`config.mk`:
```
export PLATFORM = sky130hd
export DESIGN_NAME = aesdec_cell
export DESIGN_NICKNAME = d
export VERILOG_FILES = /design/src/rtl/aesdec_pkg.sv /design/src/rtl/aesdec_cell.sv
export SDC_FILE = /design/constraint.sdc
export NUM_CORES = 1
export LEC_CHECK = 0
export ABC_AREA = 1
export BUFFER_PORTS_ARGS = -buffer_cell sky130_fd_sc_hd__buf_4
export CAP_MARGIN = 10
export CORE_ASPECT_RATIO = 1.75
export CORE_MARGIN = 5
export CORE_UTILIZATION = 38
export CTS_CLUSTER_SIZE = 25
export DETAILED_ROUTE_END_ITERATION = 8
export PLACE_DENSITY = 0.63
export SLEW_MARGIN = 10
export SYNTH_ARGS = -nofsm -noshare
export SYNTH_HDL_FRONTEND = slang
export SYNTH_SLANG_ARGS = --single-unit
```
`constraint.sdc`:
```
create_clock -name clk -period 5.1 [get_ports clk]
set_input_delay 0.255 -clock clk [delete_from_list [all_inputs] [get_ports clk]]
set_output_delay 0.255 -clock clk [all_outputs]
set_load 0.005 [all_outputs]
```
`src/rtl/aesdec_pkg.sv`:
```
// Shared types, S-box tables and round/key-schedule functions for the AES-128 decrypt core.
// Used by aesdec_cell, aesdec_key and aes128_block_decrypt_core; depends on nothing else.
package aesdec_pkg;

	localparam int NUM_ROUNDS = 10;
	localparam int ROUND_W    = 4;

	typedef struct packed {
		logic [63:0] cipher_high;
		logic [63:0] cipher_low;
	} cipher_t;

	typedef struct packed {
		logic [63:0] plain_high;
		logic [63:0] plain_low;
	} plain_t;

	// Controls that the sequencer sends to every column cell.
	typedef struct packed {
		logic load;
		logic step;
		logic mix;
	} cell_ctl_t;

	localparam logic CFG_KEY_HIGH = 1'b0;
	localparam logic CFG_KEY_LOW  = 1'b1;

	localparam logic [2047:0] SBOX_TBL = {
		128'h637c777bf26b6fc53001672bfed7ab76,
		128'hca82c97dfa5947f0add4a2af9ca472c0,
		128'hb7fd9326363ff7cc34a5e5f171d83115,
		128'h04c723c31896059a071280e2eb27b275,
		128'h09832c1a1b6e5aa0523bd6b329e32f84,
		128'h53d100ed20fcb15b6acbbe394a4c58cf,
		128'hd0efaafb434d338545f9027f503c9fa8,
		128'h51a3408f929d38f5bcb6da2110fff3d2,
		128'hcd0c13ec5f974417c4a77e3d645d1973,
		128'h60814fdc222a908846eeb814de5e0bdb,
		128'he0323a0a4906245cc2d3ac629195e479,
		128'he7c8376d8dd54ea96c56f4ea657aae08,
		128'hba78252e1ca6b4c6e8dd741f4bbd8b8a,
		128'h703eb5664803f60e613557b986c11d9e,
		128'he1f8981169d98e949b1e87e9ce5528df,
		128'h8ca1890dbfe6426841992d0fb054bb16
	};

	localparam logic [2047:0] INV_SBOX_TBL = {
		128'h52096ad53036a538bf40a39e81f3d7fb,
		128'h7ce339829b2fff87348e4344c4dee9cb,
		128'h547b9432a6c2233dee4c950b42fac34e,
		128'h082ea16628d924b2765ba2496d8bd125,
		128'h72f8f66486689816d4a45ccc5d65b692,
		128'h6c704850fdedb9da5e154657a78d9d84,
		128'h90d8ab008cbcd30af7e45805b8b34506,
		128'hd02c1e8fca3f0f02c1afbd0301138a6b,
		128'h3a9111414f67dcea97f2cfcef0b4e673,
		128'h96ac7422e7ad3585e2f937e81c75df6e,
		128'h47f11a711d29c5896fb7620eaa18be1b,
		128'hfc563e4bc6d279209adbc0fe78cd5af4,
		128'h1fdda8338807c731b11210592780ec5f,
		128'h60517fa919b54a0d2de57a9f93c99cef,
		128'ha0e03b4dae2af5b0c8ebbb3c83539961,
		128'h172b047eba77d626e169146355210c7d
	};

	function automatic logic [7:0] sbox(input logic [7:0] b);
		return SBOX_TBL[2047 - 8 * int'(b) -: 8];
	endfunction

	function automatic logic [7:0] inv_sbox(input logic [7:0] b);
		return INV_SBOX_TBL[2047 - 8 * int'(b) -: 8];
	endfunction

	function automatic logic [31:0] sub_word(input logic [31:0] w);
		return {sbox(w[31:24]), sbox(w[23:16]), sbox(w[15:8]), sbox(w[7:0])};
	endfunction

	function automatic logic [7:0] xtime(input logic [7:0] a);
		return {a[6:0], 1'b0} ^ (a[7] ? 8'h1b : 8'h00);
	endfunction

	// Round constant that produced round key r from round key r-1.
	function automatic logic [7:0] rcon(input logic [ROUND_W-1:0] r);
		logic [7:0] rc;
		case (r)
			4'd1:    rc = 8'h01;
			4'd2:    rc = 8'h02;
			4'd3:    rc = 8'h04;
			4'd4:    rc = 8'h08;
			4'd5:    rc = 8'h10;
			4'd6:    rc = 8'h20;
			4'd7:    rc = 8'h40;
			4'd8:    rc = 8'h80;
			4'd9:    rc = 8'h1b;
			4'd10:   rc = 8'h36;
			default: rc = 8'h00;
		endcase
		return rc;
	endfunction

	function automatic logic [127:0] fwd_key_step(input logic [127:0] k, input logic [7:0] rc);
		logic [31:0] t, n0, n1, n2, n3;
		t  = sub_word({k[23:0], k[31:24]}) ^ {rc, 24'h000000};
		n0 = k[127:96] ^ t;
		n1 = k[95:64] ^ n0;
		n2 = k[63:32] ^ n1;
		n3 = k[31:0] ^ n2;
		return {n0, n1, n2, n3};
	endfunction

	// Steps the schedule backward: round key r to round key r-1.
	function automatic logic [127:0] inv_key_step(input logic [127:0] k, input logic [7:0] rc);
		logic [31:0] p0, p1, p2, p3;
		p3 = k[31:0] ^ k[63:32];
		p2 = k[63:32] ^ k[95:64];
		p1 = k[95:64] ^ k[127:96];
		p0 = k[127:96] ^ sub_word({p3[23:0], p3[31:24]}) ^ {rc, 24'h000000};
		return {p0, p1, p2, p3};
	endfunction

	function automatic logic [31:0] inv_mix_col(input logic [31:0] c);
		logic [7:0] a [4];
		logic [7:0] m2 [4];
		logic [7:0] m4 [4];
		logic [7:0] m8 [4];
		logic [7:0] m9 [4];
		logic [7:0] mb [4];
		logic [7:0] md [4];
		logic [7:0] me [4];
		for (int i = 0; i < 4; i++) begin
			a[i]  = c[31 - 8 * i -: 8];
			m2[i] = xtime(a[i]);
			m4[i] = xtime(m2[i]);
			m8[i] = xtime(m4[i]);
			m9[i] = m8[i] ^ a[i];
			mb[i] = m8[i] ^ m2[i] ^ a[i];
			md[i] = m8[i] ^ m4[i] ^ a[i];
			me[i] = m8[i] ^ m4[i] ^ m2[i];
		end
		return {me[0] ^ mb[1] ^ md[2] ^ m9[3],
			m9[0] ^ me[1] ^ mb[2] ^ md[3],
			md[0] ^ m9[1] ^ me[2] ^ mb[3],
			mb[0] ^ md[1] ^ m9[2] ^ me[3]};
	endfunction

endpackage

```
`src/rtl/aesdec_cell.sv`:
```
// One state column of the decrypt datapath: inverse S-box, key add and inverse mix column.
// Depends on aesdec_pkg; four of these form a ring in aes128_block_decrypt_core.
module aesdec_cell (
	input  logic                  clk,
	input  aesdec_pkg::cell_ctl_t ctl,
	input  logic [31:0]           load_col,
	input  logic [31:0]           shift_in,
	input  logic [31:0]           rk_word,
	output logic [31:0]           col,
	output logic [31:0]           nxt
);
	import aesdec_pkg::*;

	logic [31:0] col_q;
	logic [31:0] keyed;

	always_comb begin
		for (int r = 0; r < 4; r++) begin
			keyed[31 - 8 * r -: 8] = inv_sbox(shift_in[31 - 8 * r -: 8]) ^ rk_word[31 - 8 * r -: 8];
		end
		nxt = ctl.mix ? inv_mix_col(keyed) : keyed;
	end

	always_ff @(posedge clk) begin
		if (ctl.load) begin
			col_q <= load_col;
		end else if (ctl.step) begin
			col_q <= nxt;
		end
	end

	assign col = col_q;

endmodule

```
==> metrics.md <==
| Metric | Value |
|---|---|
| Status | `complete, but fails checks` |
| Failing checks | `DRC` |
| Number of design rule violations left after detail routing | `2` |
| Overall track demand over capacity in global routing | `0.416` |
| Max capacitance violation total | `0` |
| Setup_tns | `0 ns` |
| Total Die Area | `approximately 55000 sq um` |
| Pwr per Cell Area | `239 nW/um^2` |
| Total clock buffers created by CTS | `5` |
| Most frequent cells in the layout | `nand2_1, nand3_1, buf_4` |
| Global-route track usage on met1 | `0.419` |
| Final Power | `slightly below 5000 uW` |
| Async SR Flop Fraction | `0` |
| Most frequent standard cell in the layout excluding fill and tap cells | `nand2_1` |
| Placer's final routability congestion estimate | `between 1 and 1.5` |
| Worst Path Required | `a little under 5 ns` |
| Post-Route WL | `roughly 120000 microns` |
| Starting DRT DRC Count | `~4400` |
| Buffers added on ports | `163` |
| Critical path peak fanout | `20` |
| Relative area change from synthesis to final layout | `8.43%` |
| Crit-path most repeated cell | `nand2_1` |
| Cts-stage hold buffer count | `0` |
| Register area share after synthesis | `0.0506` |
| Count of synthesis-stage warnings from yosys | `0` |
| Post-DP HPWL | `87900 microns` |
| Vertical extent of the die | `roughly 310 microns` |
| Synthesized Nets | `roughly 4000` |
| Wire length of the first global-routing pass | `roughly 170000 microns` |
| Kind of critical path | `in2out` |
| Static Leakage | `approximately 0.011 uW` |
| Tightest Pin Transition | `roughly 1.3 ns` |
| Capturing element type of the critical path | `output pin` |
| Endpoints failing hold | `0` |
| Total area of multi-input combinational cells | `approximately 16000 sq um` |
| Min-Delay Path Class | `in2reg` |
| Clock tree from TritonCTS | `built` |
| Overflow after GRT | `0` |
| Fraction of met3 tracks used by global routing | `0.138` |
| Routed len/inst | `26.1 microns` |
| Per-instance average area after synthesis | `5.08 sq um` |
| I/O Pins | `approximately 160` |
| Number of failing setup endpoints in the final timing report | `0` |
| Final #Nets | `slightly below 4000` |
| Width of the die | `179 microns` |
| Number of cell rows | `around 110` |
| Post-CTS repair timing setup buffer count | `0` |
| Final Cycle Share | `0.973` |
| Antenna violations before repair | `9` |
| Slowest Stage Delay on Critical Path | `0.50 ns` |
| Count of cell types in the netlist | `46` |
| Area taken by flip-flops and latches | `roughly 960 sq um` |
| Layout cell share with drive strength beyond 1 | `0.111` |
| Vias in the first global route | `roughly 27000` |
| Layout filler cell count | `around 5800` |
| Most instantiated flip-flop cell in the synthesis netlist | `edfxtp_1` |
| EDFF count, synth | `32` |
| Worst slew margin relative to its limit | `0.141` |
| Via/cell ratio | `6.24` |
| Count of antenna-violating nets left after detailed routing | `0` |
| Non-filler instance count after layout | `4458` |
| Placed cell count | `approximately 4400` |
| Post-Synthesis Cells | `3734` |
| Maximum clock path buffer count | `2` |
| Initial Utilization | `0.383` |
| Max FFs per register | `32` |
| Clock sink count | `32` |
| Final critical-path required period | `just under 5 ns` |
| Startpoint type of the worst setup path | `input port` |
| Flip-flop and latch count after synthesis | `32` |
| Top achievable clock speed | `just over 200 MHz` |
| Crit path max-delay cell type | `nand3_1` |
| Number of max-slew violations in the final report | `0` |
| CTS resizes | `0` |
| Placeable core region | `49600 sq um` |
| CTS H-tree depth | `2` |
| Clock transition at the registers of the reported paths | `approximately 0.06 ns` |
| Drt pass-1 iters | `9` |
| Global-route track usage on met2 | `0.659` |
| Pin count of the biggest net entering global routing | `between 60 and 70` |
| Peak supply drop | `roughly 0.17 mV` |
| Cell at the root of the clock tree | `clkbuf_16` |
| Busiest layer in global routing | `met2` |
| Arrival time at the worst endpoint | `approximately 4.7 ns` |
| Vias after detailed routing | `around 28000` |
| RSZ-0062 raised after global routing | `false` |
| Post-Syn Area | `around 19000 sq um` |
## cells by family (layout without fill, tap and decap cells)
| kind of cell | count (synthesis) | count (layout) | synth area share |
|---|---|---|---|
| DFF | 32 | 32 | 0.0506 |
| and+or+nand+nor | 2878 | 2878 | 0.674 |
| xor gates and xnor gates | 108 | 108 | 0.0510 |
| buffers and inverters | 425 | 488 | 0.113 |
| other | 0 | 1 | 0 |
| adders and majority gates | 67 | 67 | 0.0442 |
| AOI/OAI and AO/OA | 224 | 224 | 0.0668 |
## routing by layer
metal / vias to the layer above / part of all wire
met4: 14 / 0.13
met2: 2033 / 0.45
met3: 786 / 0.11
met1: 12500 / 0.32
met5: - / 0.00089
li1: 12500 / -
## worst max-delay path, delay by kind of cell
kind | cells | cell delay (ns)
simple gates | 20 | 3.38
buf+inv | 5 | 1.06
## path summary, 6_finish.rpt
path                  slack [ns]       to  depth (start not counted)          from
worst max-delay path        0.14  nxt[27]                         25  shift_in[11]
worst min-delay path        0.25  col[26]                          3  load_col[26]
## cell type report
| type | instances | area share |
|---|---|---|
| multi-input combinational | 3277 | 0.771 |
| timing repair buffer | 251 | 0.0915 |
| sequential | 32 | 0.0467 |
| inverter | 229 | 0.0421 |
| tap | 660 | 0.0401 |
| clock buffer | 5 | 0.00608 |
| clock inverter | 3 | 0.00207 |
| antenna | 1 | 0.000122 |
## per-stage QoR
step           hold WS [ns]  instance area, sq um  utilization  setup slack [ns]
6_report              0.246                 20600        0.415             0.136
5_1_grt               0.254                 20600        0.415            0.0375
4_1_cts               0.245                 20600        0.415             0.644
3_5_place_dp          0.532                 20400        0.412             0.658
3_3_place_gp          0.528                 20400        0.412             0.625
2_1_floorplan         0.437                 19000            -              2.01
## power by group
group / switching [uW] / internal, uW / total (uW)
Sequential: 17.7 / 365 / 382
Combinational: 2890 / 1330 / 4210
Clock: 104 / 229 / 333
Total: 3010 / 1920 / 4930
## cell usage after synthesis (27+ instances only)
| cell type | count | area share |
|---|---|---|
| buf_4 | 44 | 0.017 |
| edfxtp_1 | 32 | 0.051 |
| nand4_1 | 34 | 0.011 |
| o21ai_0 | 61 | 0.016 |
| ha_1 | 67 | 0.044 |
| buf_6 | 28 | 0.017 |
| nand2_2 | 78 | 0.026 |
| nand2_1 | 1470 | 0.29 |
| xnor2_1 | 28 | 0.013 |
| o211ai_1 | 27 | 0.011 |
| nand3_1 | 1076 | 0.28 |
| inv_1 | 201 | 0.040 |
| buf_2 | 85 | 0.022 |
| a21oi_1 | 97 | 0.026 |
| xor2_1 | 77 | 0.036 |
| nor2_1 | 144 | 0.028 |
No activity file was read; power rests on OpenSTA's default activity.
